**src/hw/rtl/ppuri_pkg.sv**
```systemverilog
`default_nettype none
// ----------------------------------------------------------------------------
// ppuri_pkg
// Shared types and constants of the picture unit register interface.
// ----------------------------------------------------------------------------
package ppuri_pkg;

    localparam int unsigned PALETTE_DEPTH = 32;
    localparam int unsigned OBJECT_DEPTH  = 256;
    localparam int unsigned PAL_AW        = 5;
    localparam int unsigned OBJ_AW        = 8;

    localparam logic [9:0] DOTS_PER_LINE   = 10'd341;
    localparam logic [8:0] VBLANK_LINE     = 9'd241;
    localparam logic [8:0] LINES_PER_FRAME = 9'd262;

    localparam logic [1:0] MIR_HORIZONTAL = 2'd0;
    localparam logic [1:0] MIR_VERTICAL   = 2'd1;

    typedef enum logic [3:0] {
        K_CTRL_WR     = 4'd0,
        K_MASK_WR     = 4'd1,
        K_STATUS_RD   = 4'd2,
        K_ADDR_WR     = 4'd3,
        K_DATA_WR     = 4'd4,
        K_DATA_RD     = 4'd5,
        K_OBJ_ADDR_WR = 4'd6,
        K_OBJ_DATA_WR = 4'd7,
        K_OBJ_DATA_RD = 4'd8,
        K_TICK        = 4'd9,
        K_PATTERN_LD  = 4'd10
    } t_kind;

    typedef enum logic [2:0] {
        RSEL_DIRECT,
        RSEL_PALETTE,
        RSEL_OBJECT,
        RSEL_NAMETABLE,
        RSEL_PATTERN
    } t_rsel;

    typedef struct packed {
        logic [3:0]  kind;
        logic [7:0]  data_byte;
        logic [7:0]  tick_dots;
        logic [12:0] pattern_index;
    } t_in_word;

    typedef struct packed {
        logic [7:0] read_byte;
        logic       write_error;
        logic       frame_event;
    } t_out_word;

    typedef struct packed {
        logic nt_we;
        logic nt_re;
        logic pal_we;
        logic pal_re;
        logic obj_we;
        logic obj_re;
        logic pat_we;
        logic pat_re;
    } t_mem_en;

endpackage
`default_nettype wire

```
**src/hw/rtl/ppuri_ctrl.sv**
```systemverilog
`default_nettype none
// ----------------------------------------------------------------------------
// ppuri_ctrl
// Register file, access decode, memory request generation and result register.
// ----------------------------------------------------------------------------
module ppuri_ctrl #(
    parameter int unsigned NAMETABLE_DEPTH = 2048,
    parameter int unsigned PATTERN_DEPTH   = 8192,
    localparam int unsigned NT_AW = $clog2(NAMETABLE_DEPTH),
    localparam int unsigned PT_AW = $clog2(PATTERN_DEPTH)
) (
    input  wire                            i_clk,
    input  wire                            i_rst_n,
    input  wire                            i_cfg_wr_en,
    input  wire [1:0]                      i_cfg_wr_data,
    input  wire                            i_in_valid,
    output logic                           o_in_stall,
    input  wire ppuri_pkg::t_in_word       i_in_word,
    output logic                           o_out_valid,
    input  wire                            i_out_stall,
    output ppuri_pkg::t_out_word           o_out_word,
    input  wire                            i_clr_busy,
    output ppuri_pkg::t_mem_en             o_mem_en,
    output logic [NT_AW-1:0]               o_nt_addr,
    output logic [ppuri_pkg::PAL_AW-1:0]   o_pal_addr,
    output logic [ppuri_pkg::OBJ_AW-1:0]   o_obj_addr,
    output logic [PT_AW-1:0]               o_pat_addr,
    output logic [7:0]                     o_wr_data,
    input  wire [7:0]                      i_nt_q,
    input  wire [7:0]                      i_pal_q,
    input  wire [7:0]                      i_obj_q,
    input  wire [7:0]                      i_pat_q
);

    localparam logic [12:0] NT_D  = 13'(NAMETABLE_DEPTH);
    localparam logic [15:0] PT_D1 = 16'(PATTERN_DEPTH);
    localparam logic [15:0] PT_D2 = 16'(PATTERN_DEPTH * 2);
    localparam logic [15:0] PT_D4 = 16'(PATTERN_DEPTH * 4);

    logic [1:0]  r_mirroring, n_mirroring;
    logic [7:0]  r_control, n_control;
    logic [7:0]  r_mask, n_mask;
    logic        r_vblank, n_vblank;
    logic [13:0] r_vaddr, n_vaddr;
    logic        r_latch, n_latch;
    logic [7:0]  r_buffer, n_buffer;
    logic [7:0]  r_obj_addr, n_obj_addr;
    logic [8:0]  r_dot, n_dot;
    logic [8:0]  r_line, n_line;
    logic        r_busy, n_busy;
    ppuri_pkg::t_rsel     r_rsel, n_rsel;
    logic [7:0]           r_rd, n_rd;
    logic                 r_err, n_err;
    logic                 r_ev, n_ev;
    logic                 r_out_valid, n_out_valid;
    ppuri_pkg::t_out_word r_out_word, n_out_word;

    logic        in_acc, fin;
    logic [13:0] vstep;
    logic [11:0] nt_fold;
    logic [12:0] nt_off;
    logic [12:0] pat_raw;
    logic [15:0] pat_t;
    logic [9:0]  dot_sum;
    logic [8:0]  line_inc;
    logic [7:0]  d;

    assign o_in_stall = r_busy | i_clr_busy;
    assign in_acc     = i_in_valid & ~o_in_stall;
    assign fin        = r_busy & (~r_out_valid | ~i_out_stall);
    assign d          = i_in_word.data_byte;
    assign vstep      = r_vaddr + (r_control[2] ? 14'd32 : 14'd1);

    // nametable folding by mirroring mode, then wrap to the store depth
    always_comb begin
        unique case (r_mirroring)
            ppuri_pkg::MIR_HORIZONTAL: nt_fold = {1'b0, r_vaddr[11], r_vaddr[9:0]};
            ppuri_pkg::MIR_VERTICAL:   nt_fold = {1'b0, r_vaddr[10], r_vaddr[9:0]};
            default:                   nt_fold = r_vaddr[11:0];
        endcase
        nt_off = {1'b0, nt_fold};
        if (nt_off >= NT_D) begin
            nt_off = nt_off - NT_D;
        end
    end

    // pattern index wrap: quotient is below 8, three restoring steps
    always_comb begin
        pat_raw = (i_in_word.kind == ppuri_pkg::K_PATTERN_LD) ?
                  i_in_word.pattern_index : r_vaddr[12:0];
        pat_t = {3'b000, pat_raw};
        if (pat_t >= PT_D4) begin
            pat_t = pat_t - PT_D4;
        end
        if (pat_t >= PT_D2) begin
            pat_t = pat_t - PT_D2;
        end
        if (pat_t >= PT_D1) begin
            pat_t = pat_t - PT_D1;
        end
    end

    assign o_nt_addr  = nt_off[NT_AW-1:0];
    assign o_pat_addr = pat_t[PT_AW-1:0];
    assign o_pal_addr = (r_vaddr[4] && (r_vaddr[1:0] == 2'b00)) ?
                        {1'b0, r_vaddr[3:0]} : r_vaddr[4:0];
    assign o_obj_addr = r_obj_addr;
    assign o_wr_data  = d;

    assign dot_sum  = {1'b0, r_dot} + {2'b00, i_in_word.tick_dots};
    assign line_inc = r_line + 9'd1;

    always_comb begin
        n_mirroring = i_cfg_wr_en ? i_cfg_wr_data : r_mirroring;
        n_control   = r_control;
        n_mask      = r_mask;
        n_vblank    = r_vblank;
        n_vaddr     = r_vaddr;
        n_latch     = r_latch;
        n_buffer    = r_buffer;
        n_obj_addr  = r_obj_addr;
        n_dot       = r_dot;
        n_line      = r_line;
        n_busy      = r_busy;
        n_rsel      = r_rsel;
        n_rd        = r_rd;
        n_err       = r_err;
        n_ev        = r_ev;
        n_out_valid = r_out_valid;
        n_out_word  = r_out_word;
        o_mem_en    = '0;

        if (r_out_valid && !i_out_stall) begin
            n_out_valid = 1'b0;
        end

        // finish: pick memory data, refill the read buffer, hand the word on
        if (fin) begin
            n_busy      = 1'b0;
            n_out_valid = 1'b1;
            n_out_word.write_error = r_err;
            n_out_word.frame_event = r_ev;
            unique case (r_rsel)
                ppuri_pkg::RSEL_PALETTE: n_out_word.read_byte = i_pal_q;
                ppuri_pkg::RSEL_OBJECT:  n_out_word.read_byte = i_obj_q;
                default:                 n_out_word.read_byte = r_rd;
            endcase
            unique case (r_rsel)
                ppuri_pkg::RSEL_NAMETABLE: n_buffer = i_nt_q;
                ppuri_pkg::RSEL_PATTERN:   n_buffer = i_pat_q;
                default:                   n_buffer = r_buffer;
            endcase
        end

        // accept: update registers, write memories, issue reads
        if (in_acc) begin
            n_busy = 1'b1;
            n_rsel = ppuri_pkg::RSEL_DIRECT;
            n_rd   = 8'h00;
            n_err  = 1'b0;
            n_ev   = 1'b0;
            unique case (i_in_word.kind)
                ppuri_pkg::K_CTRL_WR: n_control = d;
                ppuri_pkg::K_MASK_WR: n_mask = d;
                ppuri_pkg::K_STATUS_RD: begin
                    n_rd     = {r_vblank, 7'b0};
                    n_vblank = 1'b0;
                    n_latch  = 1'b0;
                end
                ppuri_pkg::K_ADDR_WR: begin
                    n_vaddr = r_latch ? {r_vaddr[13:8], d} : {d[5:0], r_vaddr[7:0]};
                    n_latch = ~r_latch;
                end
                ppuri_pkg::K_DATA_WR: begin
                    priority if (r_vaddr == 14'd0) begin
                        n_vaddr = r_vaddr;
                    end else if (r_vaddr[13:12] == 2'b10) begin
                        o_mem_en.nt_we = 1'b1;
                        n_vaddr = vstep;
                    end else if (r_vaddr[13:8] == 6'h3f) begin
                        o_mem_en.pal_we = 1'b1;
                        n_vaddr = vstep;
                    end else begin
                        n_err = r_mask[4];
                    end
                end
                ppuri_pkg::K_DATA_RD: begin
                    n_vaddr = vstep;
                    priority if (!r_vaddr[13]) begin
                        o_mem_en.pat_re = 1'b1;
                        n_rd   = r_buffer;
                        n_rsel = ppuri_pkg::RSEL_PATTERN;
                    end else if (r_vaddr[13:12] == 2'b10) begin
                        o_mem_en.nt_re = 1'b1;
                        n_rd   = r_buffer;
                        n_rsel = ppuri_pkg::RSEL_NAMETABLE;
                    end else if (r_vaddr[13:8] == 6'h3f) begin
                        o_mem_en.pal_re = 1'b1;
                        n_rsel = ppuri_pkg::RSEL_PALETTE;
                    end else begin
                        n_rsel = ppuri_pkg::RSEL_DIRECT;
                    end
                end
                ppuri_pkg::K_OBJ_ADDR_WR: n_obj_addr = d;
                ppuri_pkg::K_OBJ_DATA_WR: begin
                    o_mem_en.obj_we = 1'b1;
                    n_obj_addr = r_obj_addr + 8'd1;
                end
                ppuri_pkg::K_OBJ_DATA_RD: begin
                    o_mem_en.obj_re = 1'b1;
                    n_rsel = ppuri_pkg::RSEL_OBJECT;
                end
                ppuri_pkg::K_TICK: begin
                    n_dot = dot_sum[8:0];
                    if (dot_sum >= ppuri_pkg::DOTS_PER_LINE) begin
                        n_dot  = 9'(dot_sum - ppuri_pkg::DOTS_PER_LINE);
                        n_line = line_inc;
                        priority if (line_inc == ppuri_pkg::VBLANK_LINE) begin
                            n_vblank = 1'b1;
                            n_ev     = r_control[7];
                        end else if (line_inc >= ppuri_pkg::LINES_PER_FRAME) begin
                            n_line   = 9'd0;
                            n_vblank = 1'b0;
                            n_ev     = 1'b1;
                        end else begin
                            n_ev     = 1'b0;
                        end
                    end
                end
                ppuri_pkg::K_PATTERN_LD: o_mem_en.pat_we = 1'b1;
                default: n_rd = 8'h00;
            endcase
        end
    end

    always_ff @(posedge i_clk) begin
        if (!i_rst_n) begin
            r_mirroring <= '0;
            r_control   <= '0;
            r_mask      <= '0;
            r_vblank    <= 1'b0;
            r_vaddr     <= '0;
            r_latch     <= 1'b0;
            r_buffer    <= '0;
            r_obj_addr  <= '0;
            r_dot       <= '0;
            r_line      <= '0;
            r_busy      <= 1'b0;
            r_out_valid <= 1'b0;
        end else begin
            r_mirroring <= n_mirroring;
            r_control   <= n_control;
            r_mask      <= n_mask;
            r_vblank    <= n_vblank;
            r_vaddr     <= n_vaddr;
            r_latch     <= n_latch;
            r_buffer    <= n_buffer;
            r_obj_addr  <= n_obj_addr;
            r_dot       <= n_dot;
            r_line      <= n_line;
            r_busy      <= n_busy;
            r_out_valid <= n_out_valid;
        end
    end

    always_ff @(posedge i_clk) begin
        r_rsel     <= n_rsel;
        r_rd       <= n_rd;
        r_err      <= n_err;
        r_ev       <= n_ev;
        r_out_word <= n_out_word;
    end

    assign o_out_valid = r_out_valid;
    assign o_out_word  = r_out_word;

    a_acc_busy: assert property (@(posedge i_clk) disable iff (!i_rst_n)
        in_acc |=> r_busy)
        else $error("accepted word did not enter the busy stage");

    a_out_from_busy: assert property (@(posedge i_clk) disable iff (!i_rst_n)
        $rose(r_out_valid) |-> $past(r_busy))
        else $error("result appeared without a word in flight");

    a_flags_no_data: assert property (@(posedge i_clk) disable iff (!i_rst_n)
        (r_out_valid && (r_out_word.write_error || r_out_word.frame_event))
        |-> (r_out_word.read_byte == 8'h00))
        else $error("flag word carries read data");

    a_timing_range: assert property (@(posedge i_clk) disable iff (!i_rst_n)
        (r_dot < 9'd341) && (r_line < ppuri_pkg::LINES_PER_FRAME))
        else $error("dot or scanline counter out of range");

endmodule
`default_nettype wire

```
**config.mk**
```make
export PLATFORM = sky130hd
export DESIGN_NAME = ppuri_ctrl
export DESIGN_NICKNAME = d
export VERILOG_FILES = /design/src/hw/rtl/ppuri_pkg.sv /design/src/hw/rtl/ppuri_ctrl.sv
export SDC_FILE = /design/constraint.sdc
export NUM_CORES = 1
export LEC_CHECK = 0
export BUFFER_PORTS_ARGS = -buffer_cell sky130_fd_sc_hd__buf_2
export CORE_AREA = 3 3 129 131
export CTS_CLUSTER_DIAMETER = 150
export DETAILED_ROUTE_END_ITERATION = 7
export DIE_AREA = 0 0 132 134
export PLACE_DENSITY = 0.61
export SLEW_MARGIN = 10
export SYNTH_ARGS = -nofsm -noshare
export SYNTH_HDL_FRONTEND = slang
export SYNTH_SLANG_ARGS = --single-unit
```
**constraint.sdc**
```tcl
create_clock -name i_clk -period 7.3 [get_ports i_clk]
set_clock_uncertainty 0.2 [all_clocks]
set_input_delay 0.73 -clock i_clk [delete_from_list [all_inputs] [get_ports i_clk]]
set_output_delay 0.73 -clock i_clk [all_outputs]
set_load 0.02 [all_outputs]
```
==> impl_metrics.tcl <==
set metrics [dict create \
    status "finished, final reports clean" \
    setup_viol 0 \
    rsz0062_at_grt "no" \
    final_common_cell "buf_2" \
    crit_family "compound AO/OA/AOI/OAI gates" \
    chipHeight_um 134 \
    die_area_sq_um 17690 \
    fmax_ghz 0.2541 \
    cts_root_buf "clkbuf_16" \
    startpoint_type "input port" \
    grt_pass1_vias 4649 \
    ctsHtreeMaxLevel 3 \
    avgRoutedWirePerCell_um 14.92 \
    dp_hpwl_um 10700 \
    cts_num_sinks 80 \
    drc_errors 0 \
    cp_slowest_stage_delay_ps 480 \
    grtUsageTotal_pct 16.01 \
    syn_area_sq_um 5403 \
    gp_congestion 0.8343 \
    rows 46 \
    syn_nets 756 \
    cp_num_buf_inv 2 \
    p_sw_share_pct 27.52 \
    port_buffers 137 \
    r2r-end "r_line[5]" \
    cts_hold_buf 0 \
    min_from "r_ev" \
    layout_common_cells "buf_2, nor2_1, a21oi_1, dfxtp_1, nand2_1" \
    p_int_w 0.0007537 \
    grt_overflow 0 \
    r2r_slack_ps 3530 \
    viasPerCell 5.215 \
    min_path_cells 0 \
    critPathMostFrequentCell "ha_1" \
    antenna_found_initial 0 \
    crit_path_max_fanout 11 \
    path_class "in -> reg" \
    drtPass1Iterations 7 \
    power_w 0.001040 \
    core_sq_um 15710 \
    vias 5095 \
    synth_edf_count 23 \
    yosysSeqAreaShare_pct 33.90 \
    clk_pin_slew_ps 60 \
    hold_path_class "reg -> reg" \
    antenna-diode-count 0 \
    drtAntennaViolNets 0 \
    cp-end-kind "register" \
    clk_latency_ps 340 \
    synthArstFlopShare_pct 0 \
    synth_cell_type_count 72 \
    power.density_nw_per_um2 164.5 \
    comb_power_share_pct 13.2 \
    cap_violations 0 \
    ctsResizeCount 0 \
    cts_setup_buffers 0 \
    worstReg2RegStart "r_dot[0]" \
    period_minus_slack_ps 3935 \
    tns_ps 0 \
    drv_slew 0 \
    slowest_stage "fa_1" \
    cp_cell_sequence "buf_2 > ha_1 > fa_1 > inv_1 > ha_1 > a2bb2o_4 > a2111o_1 > o31a_1 > o211ai_2 > a21oi_1 > mux2_2 > o211a_1" \
    grt_pass1_wl_um 23490 \
    cts_tree "done" \
    ios 138 \
    fin_crit_sh_pct 53.91 \
    irDropWorstVdd_mv 0.1033 \
    synth_cells 665 \
    synth.avg_cell_area_sq_um 8.124 \
    worst_ep_required_time_ps 7330 \
    clockBufferDepth 2 \
    detailedRoute.firstIterationViolations 323 \
    hold-path-endpoint "o_out_word[0]" \
    p_leak_nw 2.600 \
    grt_max_degree 42 \
    clockPowerShare_pct 40.6 \
    slew_headroom_pct 34.49 \
    synth_ff_type "dfxtp_1" \
    cts_buffers 9 \
    cp.arrival_ps 3970 \
    yosys_warnings 0 \
    die_w_um 132 \
    synth_seq_cells 80 \
    initial_core_util_pct 34.38 \
    pwr-share-seq_pct 46.2 \
    worst_slew_pin_slew_ps 982.6 \
    power_switching_w 0.0002862 \
    nets 847 \
    syn2layout_area_growth_pct 17.02 \
    r2r_cells 11 \
    final_layout_size_suffix_gt1_share_pct 23.52 \
    wirelength_um 14570 \
    hold_viol_final 0 \
]
==> sequential cells by signal, summed over array words and instances, names as in the netlist, 2 cells and up <==
signal,cells
r_vaddr,14
o_out_word,10
r_dot,9
r_line,9
o_obj_addr,8
r_buffer,8
r_rd,8
r_rsel,3
r_control,2
r_mirroring,2
==> per-layer routing <==
layer	track usage [%]	routed length (um)	vias up
met5	0	0	-
met4	5.484	294	0
met3	3.638	829	21
met2	24.23	6470	154
met1	22.53	6978	2328
li1	-	-	2592
==> power by group through the flow <==
stage               clock, W  sequential [W]  combinational [W]
detailed placement         0        0.000490           0.000137
global route        0.000457        0.000482           0.000152
CTS                 0.000436        0.000480           0.000138
finish              0.000422        0.000480           0.000137
global placement           0        0.000490           0.000137
floorplan                  0        0.000485          0.0000959
==> through the flow <==
step,worst slack [ps],area (sq um),util [%],hold WS (ps),std cells
finish,3365,6322,40.24,218.1,977
global route,3174,6322,40.24,222.9,977
CTS,3382,6322,40.24,221.2,977
detailed placement,3028,6048,38.49,205.7,961
global placement,3098,6048,38.49,206.4,961
floorplan,3431,5403,-,200.3,665
==> cell families (layout without fill, tap and decap cells) <==
family	after synthesis	count (layout)	synth area share (%)
compound gates	191	191	22.28
buf+inv	80	176	7.712
flops	80	80	33.90
simple gates	243	243	22.12
xor+xnor	19	19	3.080
mux	34	34	6.600
fa+ha+maj	18	18	4.307
==> Yosys cell counts (4+ instances only) <==
cell type  instances  area (sq um)
a211oi_1          15         112.6
a21boi_0           4         30.03
a21o_1             4         30.03
a21oi_1           73         365.4
a22oi_1            5         37.54
a311oi_1           7         61.31
a31oi_1            7         43.79
and2_1            10         62.56
and3_1             9         56.30
buf_4             22         165.2
clkbuf_1          31         116.4
dfxtp_1           57          1141
edfxtp_1          23         690.7
ha_1              17         212.7
inv_1             17         63.81
mux2_2            13         146.4
mux2i_1           21         210.2
nand2_1           38         142.6
nand3_1           35         175.2
nand3b_1           5         37.54
nand4_1            6         37.54
nor2_1            88         330.3
nor2b_1            6         37.54
nor3_1            14         70.07
nor3b_1            4         30.03
nor4_1             7         43.79
o21a_1             4         30.03
o21ai_0           34         170.2
o22ai_1            9         56.30
o32ai_1            4         35.03
or3_1              4         25.02
xnor2_1            9         78.83
xor2_1            10         87.58
==> worst max path at each step <==
stage,from,to,slack [ps],cells past startpoint
floorplan,i_in_word[13],r_vblank,3430,12
global placement,i_in_word[13],r_line[5],3100,12
detailed placement,i_in_word[13],r_line[5],3030,12
CTS,i_in_word[13],r_line[5],3380,12
global route,i_in_word[13],r_line[5],3170,11
finish,i_in_word[13],r_line[5],3360,12
==> final cells by class <==
type | count | area (sq um)
fillers | 1624 | 9390
multi-input cells | 505 | 3159
flip-flops and latches | 80 | 1832
repair buffers | 141 | 715.7
well taps | 216 | 270.3
clock buffers | 10 | 229.0
inverters | 19 | 71.32
clock inverters | 6 | 45.04
No activity file was read; power rests on OpenSTA's default activity.
